--- config.mk ---
export PLATFORM = sky130hd
export DESIGN_NAME = selective_repeat_send_window
export DESIGN_NICKNAME = d
export VERILOG_FILES = /design/src/sv/srsw_pkg.sv /design/src/sv/selective_repeat_send_window.sv /design/src/sv/srsw_ram.sv
export SDC_FILE = /design/constraint.sdc
export NUM_CORES = 1
export LEC_CHECK = 0
export BUFFER_PORTS_ARGS = -buffer_cell sky130_fd_sc_hd__buf_2
export CORE_ASPECT_RATIO = 0.9
export CORE_UTILIZATION = 45
export CTS_CLUSTER_DIAMETER = 100
export DETAILED_ROUTE_END_ITERATION = 8
export GPL_TIMING_DRIVEN = 1
export PLACE_DENSITY = 0.65
export SLEW_MARGIN = 20
export SYNTH_ARGS = -nofsm -noshare
export SYNTH_HDL_FRONTEND = slang
export SYNTH_SLANG_ARGS = --single-unit
--- constraint.sdc ---
create_clock -name clk_i -period 7.85 [get_ports clk_i]
set_input_delay 0.785 -clock clk_i [delete_from_list [all_inputs] [get_ports clk_i]]
set_output_delay 0.785 -clock clk_i [all_outputs]
set_load 0.005 [all_outputs]
--- src/sv/srsw_pkg.sv ---
// Shared constants, codes and helpers for the selective-repeat send window.
// Used by selective_repeat_send_window, srsw_checker and tb_top; no dependencies of its own.
`timescale 1ns / 1ps

package srsw_pkg;

  // Built window depth and largest chunk length
  localparam int WINDOW  = 16;
  localparam int MAX_LEN = 1024;

  // Field widths
  localparam int CMD_W   = 2;
  localparam int LEN_W   = 11;
  localparam int SEQ_W   = 32;
  localparam int WIN_W   = 7;
  localparam int KIND_W  = 2;
  localparam int FREED_W = 7;

  // Slot index, slot count and wrap-sum widths
  localparam int IDX_W = (WINDOW > 1) ? $clog2(WINDOW) : 1;
  localparam int CNT_W = $clog2(WINDOW + 1);
  localparam int PTR_W = IDX_W + 1;

  // One stored slot: ack flag over byte length
  localparam int ENTRY_W = LEN_W + 1;

  // Stream payload widths, rounded up to whole bytes
  localparam int S_TDATA_W = ((LEN_W + SEQ_W + 7) / 8) * 8;
  localparam int M_TDATA_W = ((SEQ_W + LEN_W + FREED_W + 7) / 8) * 8;

  // Command codes
  localparam logic [CMD_W-1:0] CMD_LOAD    = 2'd0;
  localparam logic [CMD_W-1:0] CMD_ACK     = 2'd1;
  localparam logic [CMD_W-1:0] CMD_TIMEOUT = 2'd2;

  // Result kinds
  localparam logic [KIND_W-1:0] KIND_TX    = 2'd0;
  localparam logic [KIND_W-1:0] KIND_SLID  = 2'd1;
  localparam logic [KIND_W-1:0] KIND_FULL  = 2'd2;
  localparam logic [KIND_W-1:0] KIND_EMPTY = 2'd3;

  // Physical slot of logical offset off past the ring head
  function automatic logic [IDX_W-1:0] slot_addr(input logic [IDX_W-1:0] head,
                                                 input logic [PTR_W-1:0] off);
    logic [PTR_W-1:0] sum;
    sum = {1'b0, head} + off;
    if (sum >= PTR_W'(WINDOW)) begin
      sum = sum - PTR_W'(WINDOW);
    end
    return sum[IDX_W-1:0];
  endfunction

endpackage

--- src/sv/selective_repeat_send_window.sv ---
// Selective-repeat send window: slot ring in one RAM, sequencer and output register.
// Depends on srsw_pkg and srsw_ram.
`timescale 1ns / 1ps

// Usage
//   s_axis carries commands: tuser selects load, ack or timeout; tdata holds
//   the chunk length and the ack sequence. m_axis carries results: tuser is
//   the result kind, tlast marks the final result of a command.
//   cfg_* writes the number of slots in use; write it only while idle.
// Timing
//   One command at a time. The slot walk reads one slot of the ring RAM per
//   cycle; a timeout walk pauses while the output register is full.
//   A result waits in the output register while the next command is taken.
// Reset
//   Clears base and next sequence, the ring head and per-slot valid flags, so
//   every slot reads as empty and unacked; no clearing pass is needed.
// Stall
//   A stalled m_axis holds its item; a timeout walk pauses until the output
//   register frees, other commands wait in their final result cycle.
module selective_repeat_send_window (
  input  logic                           clk_i,
  input  logic                           rst_ni,
  // Command stream
  input  logic                           s_axis_tvalid,
  output logic                           s_axis_tready,
  input  logic [srsw_pkg::S_TDATA_W-1:0] s_axis_tdata,  // chunk_len, ack_seq, zero pad
  input  logic [srsw_pkg::CMD_W-1:0]     s_axis_tuser,  // cmd
  // Result stream
  output logic                           m_axis_tvalid,
  input  logic                           m_axis_tready,
  output logic [srsw_pkg::M_TDATA_W-1:0] m_axis_tdata,  // tx_seq, tx_len, freed_slots, zero pad
  output logic [srsw_pkg::KIND_W-1:0]    m_axis_tuser,  // kind
  output logic                           m_axis_tlast,
  // Window size register
  input  logic                           cfg_valid_i,
  output logic                           cfg_ready_o,
  input  logic [srsw_pkg::WIN_W-1:0]     cfg_data_i
);

  localparam int IDX_W   = srsw_pkg::IDX_W;
  localparam int CNT_W   = srsw_pkg::CNT_W;
  localparam int PTR_W   = srsw_pkg::PTR_W;
  localparam int LEN_W   = srsw_pkg::LEN_W;
  localparam int SEQ_W   = srsw_pkg::SEQ_W;
  localparam int WIN_W   = srsw_pkg::WIN_W;
  localparam int KIND_W  = srsw_pkg::KIND_W;
  localparam int FREED_W = srsw_pkg::FREED_W;
  localparam int ENTRY_W = srsw_pkg::ENTRY_W;
  localparam int WINDOW  = srsw_pkg::WINDOW;
  localparam int M_PAD_W = srsw_pkg::M_TDATA_W - SEQ_W - LEN_W - FREED_W;

  typedef enum logic [2:0] {
    ST_IDLE,
    ST_LOAD,
    ST_ACK,
    ST_SLIDE,
    ST_TIMEOUT,
    ST_RES
  } state_e;

  // Registers
  state_e             state_q, state_d;
  logic [WIN_W-1:0]   cfg_q, cfg_d;
  logic [SEQ_W-1:0]   base_q, base_d;
  logic [SEQ_W-1:0]   next_q, next_d;
  logic [IDX_W-1:0]   head_q, head_d;
  logic [CNT_W-1:0]   i_q, i_d;
  logic [CNT_W-1:0]   freed_q, freed_d;
  logic [LEN_W-1:0]   ld_len_q, ld_len_d;
  logic               pend_q, pend_d;
  logic [KIND_W-1:0]  res_kind_q, res_kind_d;
  logic [SEQ_W-1:0]   res_seq_q, res_seq_d;
  logic [LEN_W-1:0]   res_len_q, res_len_d;
  logic [CNT_W-1:0]   res_freed_q, res_freed_d;
  logic               out_vld_q;
  logic [KIND_W-1:0]  out_kind_q;
  logic [SEQ_W-1:0]   out_seq_q;
  logic [LEN_W-1:0]   out_len_q;
  logic [FREED_W-1:0] out_freed_q;
  logic               out_last_q;
  logic [WINDOW-1:0]  vld_q;
  logic               rdv_q;

  // RAM ports
  logic               ram_we, ram_re;
  logic [IDX_W-1:0]   ram_waddr, ram_raddr;
  logic [ENTRY_W-1:0] ram_wdata, ram_rdata;

  // Datapath
  logic               in_acc, out_free, push, push_last;
  logic [CNT_W-1:0]   w_cur;
  logic [LEN_W-1:0]   in_len, in_len_sat;
  logic [SEQ_W-1:0]   in_d, in_outst;
  logic               in_ack_ok;
  logic [LEN_W-1:0]   rd_len;
  logic               rd_ack;
  logic               more;
  logic [CNT_W-1:0]   i_nx, freed_fin;
  logic [SEQ_W-1:0]   slot_seq;

  srsw_ram #(
    .WIDTH (ENTRY_W),
    .DEPTH (WINDOW)
  ) u_ring (
    .clk_i   (clk_i),
    .we_i    (ram_we),
    .waddr_i (ram_waddr),
    .wdata_i (ram_wdata),
    .re_i    (ram_re),
    .raddr_i (ram_raddr),
    .rdata_o (ram_rdata)
  );

  // Handshakes
  assign in_acc        = s_axis_tvalid && (state_q == ST_IDLE);
  assign s_axis_tready = (state_q == ST_IDLE);
  assign cfg_ready_o   = 1'b1;
  assign out_free      = !out_vld_q || m_axis_tready;

  // Slots in use, clamped to 1..WINDOW
  always_comb begin
    if (cfg_q == '0) begin
      w_cur = CNT_W'(1);
    end else if (cfg_q > WIN_W'(WINDOW)) begin
      w_cur = CNT_W'(WINDOW);
    end else begin
      w_cur = CNT_W'(cfg_q);
    end
  end

  // Command decode helpers
  assign in_len     = s_axis_tdata[LEN_W-1:0];
  assign in_len_sat = (in_len > LEN_W'(srsw_pkg::MAX_LEN)) ?
                      LEN_W'(srsw_pkg::MAX_LEN) : in_len;
  assign in_d       = s_axis_tdata[LEN_W +: SEQ_W] - base_q;
  assign in_outst   = next_q - base_q;
  assign in_ack_ok  = (in_d < in_outst) && (in_d < SEQ_W'(WINDOW));

  // Slot read back; never-written slots read as empty and unacked
  assign rd_len   = rdv_q ? ram_rdata[LEN_W-1:0] : '0;
  assign rd_ack   = rdv_q && ram_rdata[LEN_W];
  assign i_nx     = i_q + CNT_W'(1);
  assign more     = (i_nx < w_cur);
  assign slot_seq = base_q + SEQ_W'(i_q);

  // Sequencer next state
  always_comb begin
    state_d     = state_q;
    cfg_d       = cfg_q;
    base_d      = base_q;
    next_d      = next_q;
    head_d      = head_q;
    i_d         = i_q;
    freed_d     = freed_q;
    ld_len_d    = ld_len_q;
    pend_d      = pend_q;
    res_kind_d  = res_kind_q;
    res_seq_d   = res_seq_q;
    res_len_d   = res_len_q;
    res_freed_d = res_freed_q;
    ram_we      = 1'b0;
    ram_waddr   = '0;
    ram_wdata   = '0;
    ram_re      = 1'b0;
    ram_raddr   = '0;
    push        = 1'b0;
    push_last   = 1'b0;
    freed_fin   = freed_q;

    if (cfg_valid_i) begin
      cfg_d = cfg_data_i;
    end

    case (state_q)
      ST_IDLE: begin
        if (in_acc) begin
          case (s_axis_tuser)
            srsw_pkg::CMD_LOAD: begin
              if (in_len != '0) begin
                ld_len_d  = in_len_sat;
                i_d       = '0;
                ram_re    = 1'b1;
                ram_raddr = head_q;
                state_d   = ST_LOAD;
              end
            end
            srsw_pkg::CMD_ACK: begin
              if (in_ack_ok) begin
                ram_re    = 1'b1;
                ram_raddr = srsw_pkg::slot_addr(head_q, PTR_W'(in_d[IDX_W-1:0]));
                i_d       = CNT_W'(in_d[IDX_W-1:0]);
                freed_d   = '0;
                state_d   = (in_d == '0) ? ST_SLIDE : ST_ACK;
              end
            end
            srsw_pkg::CMD_TIMEOUT: begin
              i_d       = '0;
              pend_d    = 1'b0;
              ram_re    = 1'b1;
              ram_raddr = head_q;
              state_d   = ST_TIMEOUT;
            end
            default: begin
            end
          endcase
        end
      end

      // Set the ack flag of an outstanding slot past base
      ST_ACK: begin
        ram_we    = 1'b1;
        ram_waddr = srsw_pkg::slot_addr(head_q, PTR_W'(i_q));
        ram_wdata = {1'b1, rd_len};
        state_d   = ST_IDLE;
      end

      // Count and clear the run of acked slots; base slot counts as acked
      ST_SLIDE: begin
        if (rd_ack || (i_q == '0)) begin
          ram_we    = 1'b1;
          ram_waddr = srsw_pkg::slot_addr(head_q, PTR_W'(i_q));
          ram_wdata = '0;
          freed_fin = freed_q + CNT_W'(1);
          freed_d   = freed_fin;
        end
        if ((rd_ack || (i_q == '0)) && more) begin
          i_d       = i_nx;
          ram_re    = 1'b1;
          ram_raddr = srsw_pkg::slot_addr(head_q, PTR_W'(i_nx));
        end else begin
          res_kind_d  = srsw_pkg::KIND_SLID;
          res_seq_d   = '0;
          res_len_d   = '0;
          res_freed_d = freed_fin;
          base_d      = base_q + SEQ_W'(freed_fin);
          head_d      = srsw_pkg::slot_addr(head_q, PTR_W'(freed_fin));
          state_d     = ST_RES;
        end
      end

      // Fill the first empty slot in use, or report the window full
      ST_LOAD: begin
        if (rd_len == '0) begin
          ram_we      = 1'b1;
          ram_waddr   = srsw_pkg::slot_addr(head_q, PTR_W'(i_q));
          ram_wdata   = {1'b0, ld_len_q};
          if (slot_seq == next_q) begin
            next_d = next_q + SEQ_W'(1);
          end
          res_kind_d  = srsw_pkg::KIND_TX;
          res_seq_d   = slot_seq;
          res_len_d   = ld_len_q;
          res_freed_d = '0;
          state_d     = ST_RES;
        end else if (more) begin
          i_d       = i_nx;
          ram_re    = 1'b1;
          ram_raddr = srsw_pkg::slot_addr(head_q, PTR_W'(i_nx));
        end else begin
          res_kind_d  = srsw_pkg::KIND_FULL;
          res_seq_d   = '0;
          res_len_d   = '0;
          res_freed_d = '0;
          state_d     = ST_RES;
        end
      end

      // Walk filled slots; one order is held back so the final one gets tlast
      ST_TIMEOUT: begin
        if (rd_len == '0) begin
          if (i_q == '0) begin
            res_kind_d  = srsw_pkg::KIND_EMPTY;
            res_seq_d   = '0;
            res_len_d   = '0;
            res_freed_d = '0;
            state_d     = ST_RES;
          end else begin
            state_d = pend_q ? ST_RES : ST_IDLE;
          end
        end else if (!rd_ack && pend_q && !out_free) begin
          // wait for the output register
        end else begin
          if (!rd_ack) begin
            push        = pend_q;
            res_kind_d  = srsw_pkg::KIND_TX;
            res_seq_d   = slot_seq;
            res_len_d   = rd_len;
            res_freed_d = '0;
            pend_d      = 1'b1;
          end
          if (more) begin
            i_d       = i_nx;
            ram_re    = 1'b1;
            ram_raddr = srsw_pkg::slot_addr(head_q, PTR_W'(i_nx));
          end else begin
            state_d = (pend_q || !rd_ack) ? ST_RES : ST_IDLE;
          end
        end
      end

      // Final result of the command
      ST_RES: begin
        if (out_free) begin
          push      = 1'b1;
          push_last = 1'b1;
          state_d   = ST_IDLE;
        end
      end

      default: begin
        state_d = ST_IDLE;
      end
    endcase
  end

  // State, output register and slot valid flags
  always_ff @(posedge clk_i or negedge rst_ni) begin
    if (!rst_ni) begin
      state_q     <= ST_IDLE;
      cfg_q       <= WIN_W'(16);
      base_q      <= '0;
      next_q      <= '0;
      head_q      <= '0;
      i_q         <= '0;
      freed_q     <= '0;
      ld_len_q    <= '0;
      pend_q      <= 1'b0;
      res_kind_q  <= '0;
      res_seq_q   <= '0;
      res_len_q   <= '0;
      res_freed_q <= '0;
      out_vld_q   <= 1'b0;
      out_kind_q  <= '0;
      out_seq_q   <= '0;
      out_len_q   <= '0;
      out_freed_q <= '0;
      out_last_q  <= 1'b0;
      vld_q       <= '0;
      rdv_q       <= 1'b0;
    end else begin
      state_q     <= state_d;
      cfg_q       <= cfg_d;
      base_q      <= base_d;
      next_q      <= next_d;
      head_q      <= head_d;
      i_q         <= i_d;
      freed_q     <= freed_d;
      ld_len_q    <= ld_len_d;
      pend_q      <= pend_d;
      res_kind_q  <= res_kind_d;
      res_seq_q   <= res_seq_d;
      res_len_q   <= res_len_d;
      res_freed_q <= res_freed_d;
      if (push) begin
        out_vld_q   <= 1'b1;
        out_kind_q  <= res_kind_q;
        out_seq_q   <= res_seq_q;
        out_len_q   <= res_len_q;
        out_freed_q <= FREED_W'(res_freed_q);
        out_last_q  <= push_last;
      end else if (m_axis_tready) begin
        out_vld_q <= 1'b0;
      end
      if (ram_we) begin
        vld_q[ram_waddr] <= 1'b1;
      end
      if (ram_re) begin
        rdv_q <= vld_q[ram_raddr];
      end
    end
  end

  // Result stream
  assign m_axis_tvalid = out_vld_q;
  assign m_axis_tuser  = out_kind_q;
  assign m_axis_tlast  = out_last_q;
  assign m_axis_tdata  = {{M_PAD_W{1'b0}}, out_freed_q, out_len_q, out_seq_q};

  // Checks

  // The walk never reads the slot it writes in the same cycle
  a_no_rw_clash: assert property (@(posedge clk_i) disable iff (!rst_ni)
    (ram_we && ram_re) |-> (ram_waddr != ram_raddr))
    else $error("ring read and write hit the same slot");

  // The walk index stays inside the slots in use
  a_walk_in_range: assert property (@(posedge clk_i) disable iff (!rst_ni)
    (state_q == ST_LOAD || state_q == ST_SLIDE || state_q == ST_TIMEOUT)
    |-> (i_q < w_cur))
    else $error("slot walk past the window in use");

  // A result is only loaded when the output register has room
  a_push_free: assert property (@(posedge clk_i) disable iff (!rst_ni)
    push |-> out_free)
    else $error("result overwrote a waiting item");

  // A slide always frees at least the base slot
  a_slide_nonzero: assert property (@(posedge clk_i) disable iff (!rst_ni)
    (m_axis_tvalid && m_axis_tuser == srsw_pkg::KIND_SLID) |-> (m_axis_tdata[SEQ_W +
    LEN_W +: FREED_W] != '0))
    else $error("slide reported with no slot freed");

  // The final result returns the sequencer to idle
  a_res_to_idle: assert property (@(posedge clk_i) disable iff (!rst_ni)
    (state_q == ST_RES && out_free) |=> (state_q == ST_IDLE))
    else $error("sequencer stuck after final result");

endmodule

--- src/sv/srsw_ram.sv ---
// Generic simple dual-port RAM: one write port, one registered read port.
// Stand-alone; no package dependency.
`timescale 1ns / 1ps

module srsw_ram #(
  parameter int WIDTH = 8,
  parameter int DEPTH = 16,
  localparam int AW = (DEPTH > 1) ? $clog2(DEPTH) : 1
) (
  input  logic             clk_i,
  input  logic             we_i,
  input  logic [AW-1:0]    waddr_i,
  input  logic [WIDTH-1:0] wdata_i,
  input  logic             re_i,
  input  logic [AW-1:0]    raddr_i,
  output logic [WIDTH-1:0] rdata_o
);

  logic [WIDTH-1:0] mem_q [DEPTH];
  logic [WIDTH-1:0] rdata_q;

  // Write port
  always_ff @(posedge clk_i) begin
    if (we_i) begin
      mem_q[waddr_i] <= wdata_i;
    end
  end

  // Read port; data holds while no read is issued
  always_ff @(posedge clk_i) begin
    if (re_i) begin
      rdata_q <= mem_q[raddr_i];
    end
  end

  assign rdata_o = rdata_q;

endmodule

==> metrics.csv, run 1 <==
stage,metric,value,unit
placement,io_buffer_count,109,
grt,grt_remaining_overflow,0,
cts,cts-root-buf,clkbuf_16,
synthesis,synthCells,2137,
placement,place_congestion,0.9281,
synthesis,synth_top_area_cell,edfxtp_1,
drt,ant_nets,0,
cts,clk_latency,540,ps
sta,fin_worst_skew,19.39,ps
floorplanning,core,51790,um2
synthesis,syn_avg_cell_area,11.06,um2
setup_path,worst_setup_path_end_kind,register,
sta,period_share,0.9362,
cts,numCtsBuffers,42,
synthesis,synthSimpleGateAreaFrac,0.1302,
sta,max_slew_margin,0.3152,
sta,fin_hold_ws,309.3,ps
sta,tightest_slew,1027,ps
synthesis,yosys.area_share.adder,0.07189,
synthesis,synth_ff_type,dfrtp_1,
layout,fin_util,0.5143,
drt,drt_wl_total,59.10,mm
placement,dp_hpwl,42.64,mm
layout,area_delta_synth_final,12.72,%
drt,vias_per_cell,5.709,
sta,clock.fmax,0.1361,GHz
layout,n_antenna_cell,0,
cts,cts.sinks,423,
floorplanning,die_width,243.6,um
floorplanning,pin_count,124,
floorplanning,start_util,0.4563,
layout,layout_common_cells,"dfrtp_1 (217), edfxtp_1 (204), nand2_1 (158), xnor2_1 (136), ha_1 (123)",
placement,dpl_cell_area,25100,um2
drt,num_vias,17020,
pwr,vdd_drop_max,0.0001638,V
outcome,status,"finished, final reports clean",
sta,setup_violations,0,
synthesis,seq_area_frac_synth,0.4911,
grt,grt_max_degree,127,
layout,fin_area,26640,um2
setup_path,cp_max_fo,13,
grt,antenna_found_initial,0,
layout,drive_above_1_share,0.1626,
grt,grt_pass1_wl,91.87,mm
synthesis,synth.top_cell.area_share,0.2592,
grt,grt.total_usage,0.2191,
sta,period_needed,7349,ps
synthesis,synth-xor-area-share,0.06988,
grt,grt_pass1_vias,16260,
cts,cts_tree,yes,
floorplanning,die_area,53440,um2
synthesis,yosys-top-cells-area,"edfxtp_1 (26%), dfrtp_1 (23%), ha_1 (6.5%)",
drt,drtPass1Iterations,6,
min_path,hold_class,in2async,
synthesis,syn_area,23640,um2
synthesis,synthMuxAreaShare,0.07724,
flow_run,drv_cap,0,
setup_path,cp_top_family,compound AO/OA/AOI/OAI gates,
synthesis,ys_ff_latch,423,
synthesis,synth.distinct_cells,85,
floorplanning,num_rows,79,
pwr,leakagePower,0.01138,uW
layout,finalNetCount,2453,
placement,dp_slack,330.3,ps
setup_path,path_buf_inv,4,
setup_path,startpoint_type,register,
setup_path,required,8120,ps
drt,drtIter0Drc,1397,
synthesis,synth_top_family_by_area,simple AND/OR/NAND/NOR gates,
cts,h-tree-depth,2,
sta,hold_viol,0,
setup_path,cp_slowest_stage_delay,460,ps
setup_path,cp_slowest_cell,dfrtp_1,
cts,cts_buffer_depth,3,
layout,final_common_cell,dfrtp_1,
drt,avgRoutedWirePerCell,19.82,um
floorplanning,die_h,219.4,um
pwr,p_per_area,282.1,nW/um2
drt,drc_errors,0,
cts,hold_buffers,0,
setup_path,cp.arrival,7620,ps
synthesis,async_reset_ff_frac,0.5177,
cts,path_clk_slew,60,ps
synthesis,synth_compound_area_frac,0.1256,
sta,layout_setup_ws,500.9,ps
synthesis,synth_warnings,0,
setup_path,path_class,reg2reg,
pwr,finalPower,7514,uW
sta,slew_viol_final,0,
synthesis,synth_edf_count,204,
-- synth_stat cells (4+ instances only) --
library cell and number:
dfrtp_1 218, edfxtp_1 204, nand2_1 158, xnor2_1 136
ha_1 123, nor2_1 112, mux2i_1 107, a21oi_1 91
o21ai_0 81, inv_1 80, mux2_2 67, clkbuf_1 62
nor3_1 56, nand3_1 53, xor2_1 50, nor2b_1 45
o31ai_1 43, a21o_1 36, nand2b_1 36, a211oi_1 34
a211o_1 28, a22oi_1 27, or2_2 26, nand4_1 21
nor4_1 21, and3_1 14, a22o_1 12, a31oi_1 12
buf_4 12, o21a_1 12, buf_6 10, and2_1 9
o211ai_1 9, or3_1 9, buf_2 8, fa_1 8
o21bai_1 8, nor3_2 7, o2111ai_1 7, or4_1 7
buf_1 6, and4_1 4, o22ai_1 4
-- through the flow --
step	instances	TNS [ps]
2_1_floorplan	2144	0
5_1_grt	2982	-126.6
6_report	2982	0
4_1_cts	2974	0
3_3_place_gp	2896	0
3_5_place_dp	2896	0
-- worst register-to-register path, delay by kind of cell, from the launching register on --
kind | cells | cell delay, ps
fa+ha+maj | 2 | 660
compound gates | 13 | 3150
flops | 1 | 460
simple gates | 12 | 1860
buf+inv | 4 | 710
xor+xnor | 1 | 220
-- metal layers --
metal | track usage | wire length, um
met1 | 0.3251 | 28740
met2 | 0.3243 | 24990
met3 | 0.04354 | 3926
met4 | 0.05917 | 1441
met5 | 0 | 0
-- sequential cells by signal, summed over array words and instances (netlist names), 2 cells and up --
register	cells
u_ring.mem_q	192
cfg_q	7
res_seq_q	32
head_q	4
next_q	32
state_q	3
res_len_q	11
u_ring.rdata_o	12
m_axis_tuser	2
res_freed_q	5
vld_q	16
ld_len_q	11
out_len_q	11
out_freed_q	5
res_kind_q	2
base_q	32
i_q	5
freed_q	5
out_seq_q	32
-- where the power goes --
part           leakage [uW]  internal [uW]  switching [uW]
Combinational       0.00584           1030            1600
Sequential          0.00484           2650             186
Clock              0.000699           1220             829
-- cells by family (layout without fill, tap and decap cells) --
logic type                 Yosys count  in the layout
xor gates and xnor gates           187            187
AOI/OAI and AO/OA                  440            441
DFF                                423            423
buffers and inverters              178            327
muxes                              174            174
other                                2              9
adders and majority gates          131            131
and+or+nand+nor                    602            602
-- area by class of cell --
type | count | area (um2)
inverters | 80 | 300.3
repair buffers | 169 | 1081
well taps | 688 | 860.8
clock buffers | 69 | 1291
fillers | 4559 | 25150
multi-input cells | 1544 | 11380
flip-flops and latches | 423 | 11610
clock inverters | 9 | 121.4
-- path summary, 6_finish.rpt --
kind / from / end / slack (ps) / depth (start not counted)
worst max-delay path: base_q[10]$_DFFE_PN0P_ / u_ring.rdata_o[2]$_DFFE_PP_ / 500 / 32
min in group clk_i: vld_q[9]$_DFFE_PN0P_ / vld_q[9]$_DFFE_PN0P_ / 470 / 1
worst min register to register: vld_q[9]$_DFFE_PN0P_ / vld_q[9]$_DFFE_PN0P_ / 470 / 1
worst min-delay path: rst_ni / ld_len_q[5]$_DFFE_PN0P_ / 310 / 1
worst max register to register: base_q[10]$_DFFE_PN0P_ / u_ring.rdata_o[2]$_DFFE_PP_ / 500 / 32
max in group asynchronous: rst_ni / out_seq_q[30]$_DFFE_PN0P_ / 6010 / 2
-- what timing repair did --
item / CTS / global route
setup buffers: 0 / 7
endpoints found under the setup margin: 0 / 13
resized for setup: 0 / 13
Note: power is estimated with default switching activity, not from simulation.
==> inputs of run 2 (changes only) <==
--- a/config.mk
+++ b/config.mk
@@ -5,6 +5,7 @@
 export SDC_FILE = /design/constraint.sdc
 export NUM_CORES = 1
 export LEC_CHECK = 0
+export ABC_AREA = 1
 export BUFFER_PORTS_ARGS = -buffer_cell sky130_fd_sc_hd__buf_2
 export CORE_ASPECT_RATIO = 0.9
 export CORE_UTILIZATION = 45
==> constraint.sdc (replaced) <==
create_clock -name clk_i -period 8.8 [get_ports clk_i]
set_input_delay 0.88 -clock clk_i [delete_from_list [all_inputs] [get_ports clk_i]]
set_output_delay 0.88 -clock clk_i [all_outputs]
set_load 0.005 [all_outputs]
==> run 2 against run 1 <==
Effect of this change:
- area after synthesis up 6.0%
- wire length up 24%
- combinational power up 51%
- synthesized cell count up 37%
- power up 15%
- sequential power about the same
- largest power group is now combinational logic
==> metrics.csv, run 2 <==
stage,metric,value,unit,change
outcome,status,"finished, final reports clean",,
setup_path,worst_setup_path_end_kind,register,,
sta,rsz0062_at_grt,false,,
cts,numCtsBuffers,44,,+4.8%
sta,slew_viol_final,0,,unchanged
grt,grt_pass1_vias,19740,,+21%
sta,period_share,0.8458,,-0.09044
sta,hold_viol,0,,unchanged
grt,grt_max_degree,109,,-14%
pwr,leakagePower,0.01247,uW,+9.6%
layout,drive_above_1_share,0.09896,,-0.06364
layout,n_fill_cell,5144,,+13%
cts,cts_buffer_depth,3,,unchanged
synthesis,synth_warnings,0,,unchanged
cts,cts_setup_buffers,0,,unchanged
layout,finalNetCount,3229,,+32%
floorplanning,core,54630,um2,+5.5%
synthesis,async_reset_ff_frac,0.5177,,unchanged
synthesis,synth.most_common_cell,nand2_1,,
synthesis,synth.distinct_cells,63,,-26%
layout,final_common_cell,nand2_1,,
sta,totalNegativeSetupSlack,0,ps,unchanged
placement,place_congestion,0.9724,,+4.8%
setup_path,required,9140,ps,+1020 ps
synthesis,syn_area,25060,um2,+6.0%
drt,ant_nets,0,,unchanged
cts,clk_latency,610,ps,+70 ps
layout,final_cells,3777,,+27%
synthesis,syn_avg_cell_area,8.566,um2,-23%
drt,num_vias,20890,,+23%
synthesis,synthTopCellsByCount,"nand2_1 (687), inv_1 (386), dfrtp_1 (218)",,
min_path,hold_class,in2async,,
sta,clock.fmax,0.1344,GHz,-1.3%
pwr,p_per_area,310.1,nW/um2,+10%
setup_path,path_class,reg2reg,,
drt,avgRoutedWirePerCell,19.43,um,-2.0%
setup_path,critPathMostFrequentCell,nand2_1,,
cts,cts-root-buf,clkbuf_16,,
layout,area_delta_synth_final,11.02,%,
synthesis,ys_ff_latch,423,,unchanged
drt,drtIter0Drc,2033,,+46%
floorplanning,num_rows,81,,+2.5%
grt,grt_remaining_overflow,0,,unchanged
floorplanning,start_util,0.4587,,+0.002367
drt,vias_per_cell,5.530,,-3.1%
synthesis,synthCells,2925,,+37%
cts,cts_tree,yes,,
layout,n_antenna_cell,0,,unchanged
flow_run,drv_cap,0,,unchanged
cts,path_clk_slew,60,ps,about the same
setup_path,cp_slowest_cell,inv_2,,
synthesis,synth_edf_count,204,,unchanged
synthesis,synth_top_area_cell,edfxtp_1,,
grt,grt_pass1_wl,113.8,mm,+24%
cts,hold_buffers,0,,unchanged
cts,post_cts_resized,0,,unchanged
layout,largest_reg_flops,192,,unchanged
layout,top_register,u_ring.mem_q,,
setup_path,path_buf_inv,3,,-1
synthesis,yosys-top-cells-area,"edfxtp_1 (24%), dfrtp_1 (22%), nand2_1 (10%)",,
drt,drt_wl_total,73.38,mm,+24%
setup_path,cp_slowest_stage_delay,570,ps,+110 ps
floorplanning,die_h,225.9,um,+2.9%
sta,fin_worst_skew,21.06,ps,+1.677 ps
synthesis,synth_ff_type,dfrtp_1,,
sta,setup_violations,0,,unchanged
floorplanning,die_width,250.7,um,+2.9%
setup_path,startpoint_type,register,,
setup_path,cp.arrival,7780,ps,+160 ps
placement,dp_hpwl,53.42,mm,+25%
placement,io_buffer_count,109,,unchanged
pwr,vdd_drop_max,0.0002535,V,+55%
pwr,finalPower,8627,uW,+15%
layout,layout_common_cells,"nand2_1 (685), inv_1 (385), dfrtp_1 (218), edfxtp_1 (204), nor2_1 (179)",,
sta,max_slew_margin,0.3008,,-0.01439
drt,drtPass1Iterations,6,,unchanged
cts,cts.sinks,423,,unchanged
floorplanning,die_area,56630,um2,+6.0%
cts,h-tree-depth,2,,unchanged
grt,antenna_found_initial,2,,+2
sta,period_needed,7443,ps,+93.53 ps
synthesis,synth.top_cell.area_share,0.2445,,-0.01470
synthesis,seq_area_frac_synth,0.4632,,-0.02786
sta,tightest_slew,1045,ps,+17.72 ps
placement,dp_cells,3693,,+28%
setup_path,cp_top_family,compound AO/OA/AOI/OAI gates,,
grt,grt.total_usage,0.2597,,+0.04064
drt,drc_errors,0,,unchanged
floorplanning,pin_count,124,,unchanged
setup_path,cp_max_fo,53,,+40
## run 2: cell types whose count changed after synthesis, moves of 68 or more
cell,change
nand3_1,+89
o211ai_1,+75
mux2i_1,-107
xnor2_1,-101
o21ai_0,+80
inv_1,+306
xor2_1,+86
nand2_1,+529
nor2_1,+68
## run 2: path summary, 6_finish.rpt
path	cells past startpoint	slack, ps	to	startpoint
setup / recovery	30	1360	u_ring.rdata_o[8]$_DFFE_PP_	base_q[1]$_DFFE_PN0P_
hold / removal	1	260	base_q[30]$_DFFE_PN0P_	rst_ni
setup reg to reg	30	1360	u_ring.rdata_o[8]$_DFFE_PP_	base_q[1]$_DFFE_PN0P_
hold reg to reg	2	460	vld_q[15]$_DFFE_PN0P_	vld_q[15]$_DFFE_PN0P_
max in group asynchronous	2	7210	cfg_q[0]$_DFFE_PN0P_	rst_ni
min in group clk_i	2	460	vld_q[15]$_DFFE_PN0P_	vld_q[15]$_DFFE_PN0P_
## run 2: metal layers
metal | vias to the layer above | track usage | wire length [um]
li1 | 10010 | - | -
met1 | 9953 | 0.3890 | 34670
met2 | 812 | 0.3831 | 30790
met3 | 108 | 0.04945 | 6329
met4 | 4 | 0.06471 | 1572
met5 | - | 0 | 24
## run 2: cells by family (layout without fill, tap and decap cells)
family	count (synthesis)	in the layout	synth area share
adders and majority gates	131	131	0.06781
DFF	423	423	0.4632
other	2	9	0.0002997
AOI/OAI and AO/OA	514	514	0.1247
xor gates and xnor gates	171	171	0.05977
and+or+nand+nor	1185	1185	0.2023
buffers and inverters	496	636	0.08045
muxes	3	3	0.001348
## run 2: final cells by class
type                       instances  area (um2)  area share
inverter                         403        1515     0.05447
clock inverter                    17       202.7    0.007286
sequential                       423       11610      0.4173
tap                              705       882.1     0.03171
timing repair buffer             151       907.1     0.03261
multi-input combinational       2013       11480      0.4128
clock buffer                      65        1220     0.04385
## run 2: power by group
group          leakage [uW]  switching [uW]  internal, uW
Sequential          0.00480             230          2570
Clock              0.000682             825          1040
Combinational       0.00699            2690          1280
Total                0.0125            3740          4880
## run 2: per-stage QoR
stage	hold slack (ps)	setup slack [ps]	util	area (um2)
4_1_cts	290.6	1363	0.5084	27770
3_5_place_dp	447.6	1404	0.4824	26350
3_3_place_gp	438.0	1462	0.4823	26350
6_report	260.2	1357	0.5092	27820
2_1_floorplan	427.4	3748	-	25080
5_1_grt	297.2	788.2	0.5092	27820
==> inputs of run 3 (changes only) <==
==> constraint.sdc (replaced) <==
create_clock -name clk_i -period 7.7 [get_ports clk_i]
set_input_delay 0.77 -clock clk_i [delete_from_list [all_inputs] [get_ports clk_i]]
set_output_delay 0.77 -clock clk_i [all_outputs]
set_load 0.005 [all_outputs]
==> run 3 against run 2 <==
Effect of this change:
- flip-flop and latch count did not move
- worst hold slack lost 120 ps
- cell count about the same
- clock power is 15% higher
- power increased by 15%
- critical path depth is the same
- global-route usage rose by 0.11 points
- critical path type unchanged
==> metrics.csv, run 3 (synthesized netlist as in run 2, its figures left out) <==
stage,metric,value,unit,change
cts,clk_latency,590,ps,-20 ps
sta,hold_viol,0,,unchanged
placement,dp_slack,873.1,ps,-531.1 ps
cts,h-tree-depth,2,,unchanged
setup_path,cp.arrival,7260,ps,-520 ps
placement,dpl_cell_area,26390,um2,+0.15%
layout,area_delta_synth_final,11.13,%,about the same
floorplanning,die_h,225.9,um,unchanged
sta,totalNegativeSetupSlack,0,ps,unchanged
sta,clock.fmax,0.1441,GHz,+7.3%
cts,cts-root-buf,clkbuf_16,,
pwr,p_per_area,357.0,nW/um2,+15%
floorplanning,die_width,250.7,um,unchanged
pwr,vdd_drop_max,0.0003287,V,+30%
setup_path,worst_setup_path_end_kind,register,,
floorplanning,core,54630,um2,unchanged
cts,cts_setup_buffers,0,,unchanged
outcome,status,"finished, final reports clean",,
layout,n_antenna_cell,0,,unchanged
placement,io_buffer_count,109,,unchanged
cts,cts.sinks,423,,unchanged
layout,top_register,u_ring.mem_q,,
drt,ant_nets,0,,unchanged
sta,setup_violations,0,,unchanged
grt,antenna_found_initial,2,,unchanged
sta,period_share,0.9012,,+0.05543
drt,drt_wl_total,73.25,mm,-0.19%
sta,fin_worst_skew,18.54,ps,-2.521 ps
setup_path,cp-startpoint,base_q[1]$_DFFE_PN0P_,,
floorplanning,num_rows,81,,unchanged
floorplanning,start_util,0.4587,,unchanged
layout,fin_util,0.5097,,about the same
sta,period_needed,6939,ps,-503.6 ps
cts,cts_buffer_depth,3,,unchanged
setup_path,critPathMostFrequentCell,nand2_1,,
setup_path,cp_slowest_cell,dfrtp_1,,
sta,slew_viol_final,0,,unchanged
grt,grt.total_usage,0.2608,,+0.001092
layout,final_common_cell,nand2_1,,
grt,grt_pass1_wl,114.0,mm,+0.17%
grt,grt_remaining_overflow,0,,unchanged
floorplanning,pin_count,124,,unchanged
flow_run,drv_cap,0,,unchanged
setup_path,startpoint_type,register,,
setup_path,required,8020,ps,-1120 ps
layout,largest_reg_flops,192,,unchanged
grt,grt_pass1_vias,19760,,+0.076%
setup_path,reg2reg_from,base_q[1]$_DFFE_PN0P_,,
cts,numCtsBuffers,45,,+2.3%
setup_path,cp_slowest_stage_delay,560,ps,about the same
drt,num_vias,20910,,+0.11%
floorplanning,die_area,56630,um2,unchanged
layout,drive_above_1_share,0.09860,,-0.0003576
pwr,leakagePower,0.01248,uW,+0.11%
layout,fin_area,27850,um2,about the same
min_path,hold_class,in2async,,
drt,vias_per_cell,5.534,,about the same
cts,path_clk_slew,60,ps,about the same
cts,post_cts_resized,0,,unchanged
grt,grt_max_degree,82,,-25%
setup_path,cp_max_fo,43,,-19%
setup_path,path_class,reg2reg,,
layout,finalNetCount,3231,,+0.062%
drt,drtIter0Drc,1934,,-4.9%
layout,n_fill_cell,5107,,-0.72%
placement,place_congestion,0.9739,,+0.15%
drt,avgRoutedWirePerCell,19.39,um,-0.21%
setup_path,crit_path_end,u_ring.rdata_o[9]$_DFFE_PP_,,
drt,drtPass1Iterations,6,,unchanged
sta,max_slew_margin,0.3090,,+0.008164
cts,hold_buffers,0,,unchanged
placement,dp_hpwl,54.20,mm,+1.5%
layout,layout_common_cells,"nand2_1 (685), inv_1 (385), dfrtp_1 (218), edfxtp_1 (204), nor2_1 (179)",,
sta,tightest_slew,1033,ps,-12.20 ps
setup_path,r2r-end,u_ring.rdata_o[9]$_DFFE_PP_,,
sta,fin_hold_ws,136.6,ps,-123.6 ps
sta,layout_setup_ws,760.9,ps,-596.4 ps
sta,rsz0062_at_grt,false,,
setup_path,rr_worst_depth,30,,unchanged
setup_path,reg2reg_slack,760,ps,-600 ps
drt,drc_errors,0,,unchanged
cts,cts_tree,yes,,
## run 3: changes by cell type in the layout (fill, tap and decap cells not counted), sizes merged
cell,before,now
buf,151,152
clkbuf,65,59
clkinv,15,20
clkinvlp,3,2
bufinv,2,4
## run 3: worst min-delay path by stage
| stage | endpoint | slack [ps] | from |
|---|---|---|---|
| after global routing | base_q[13]$_DFFE_PN0P_ | 170 | rst_ni |
| after floorplan | vld_q[11]$_DFFE_PN0P_ | 430 | vld_q[11]$_DFFE_PN0P_ |
| after CTS | base_q[30]$_DFFE_PN0P_ | 150 | rst_ni |
| after detailed placement | vld_q[2]$_DFFE_PN0P_ | 450 | vld_q[2]$_DFFE_PN0P_ |
| final | base_q[14]$_DFFE_PN0P_ | 140 | rst_ni |
| after global placement | vld_q[1]$_DFFE_PN0P_ | 440 | vld_q[1]$_DFFE_PN0P_ |
## run 3: per-stage QoR
step / std cells / power (uW)
final: 3778 / 9942
after global routing: 3778 / 10620
after global placement: 3695 / 7617
after detailed placement: 3695 / 7774
after CTS: 3777 / 9932
after floorplan: 2932 / 6390
## run 3: routing by layer
layer,share of wire,routed length [um],global-route usage
met5,0.00012,9,0
met4,0.018,1324,0.06076
met3,0.072,5286,0.03942
met2,0.43,31340,0.3914
met1,0.48,35290,0.3933
## run 3: area by class of cell
type / instances / area [um2] / area share
clock buffers: 59 / 1189 / 0.04269
clock inverters: 23 / 239.0 / 0.008582
inverters: 403 / 1515 / 0.05441
multi-input cells: 2013 / 11490 / 0.4126
flip-flops and latches: 423 / 11610 / 0.4169
well taps: 705 / 882.1 / 0.03168
repair buffers: 152 / 923.4 / 0.03316
## run 3: report_power, final
| group | internal (uW) | total [uW] | leakage, uW | switching (uW) |
|---|---|---|---|---|
| Combinational | 1500 | 4610 | 0.00700 | 3110 |
| Clock | 1230 | 2130 | 0.000687 | 909 |
| Sequential | 2930 | 3200 | 0.00480 | 269 |
## run 3: worst max-delay path: cells and delay by family (launching register included)
family	cells	cell delay, ps
buffers and inverters	2	470
XOR/XNOR	1	140
AO/OA/AOI/OAI	15	3240
AND/OR/NAND/NOR	10	1430
adder cells (fa/ha/maj)	2	770
flip-flops	1	560
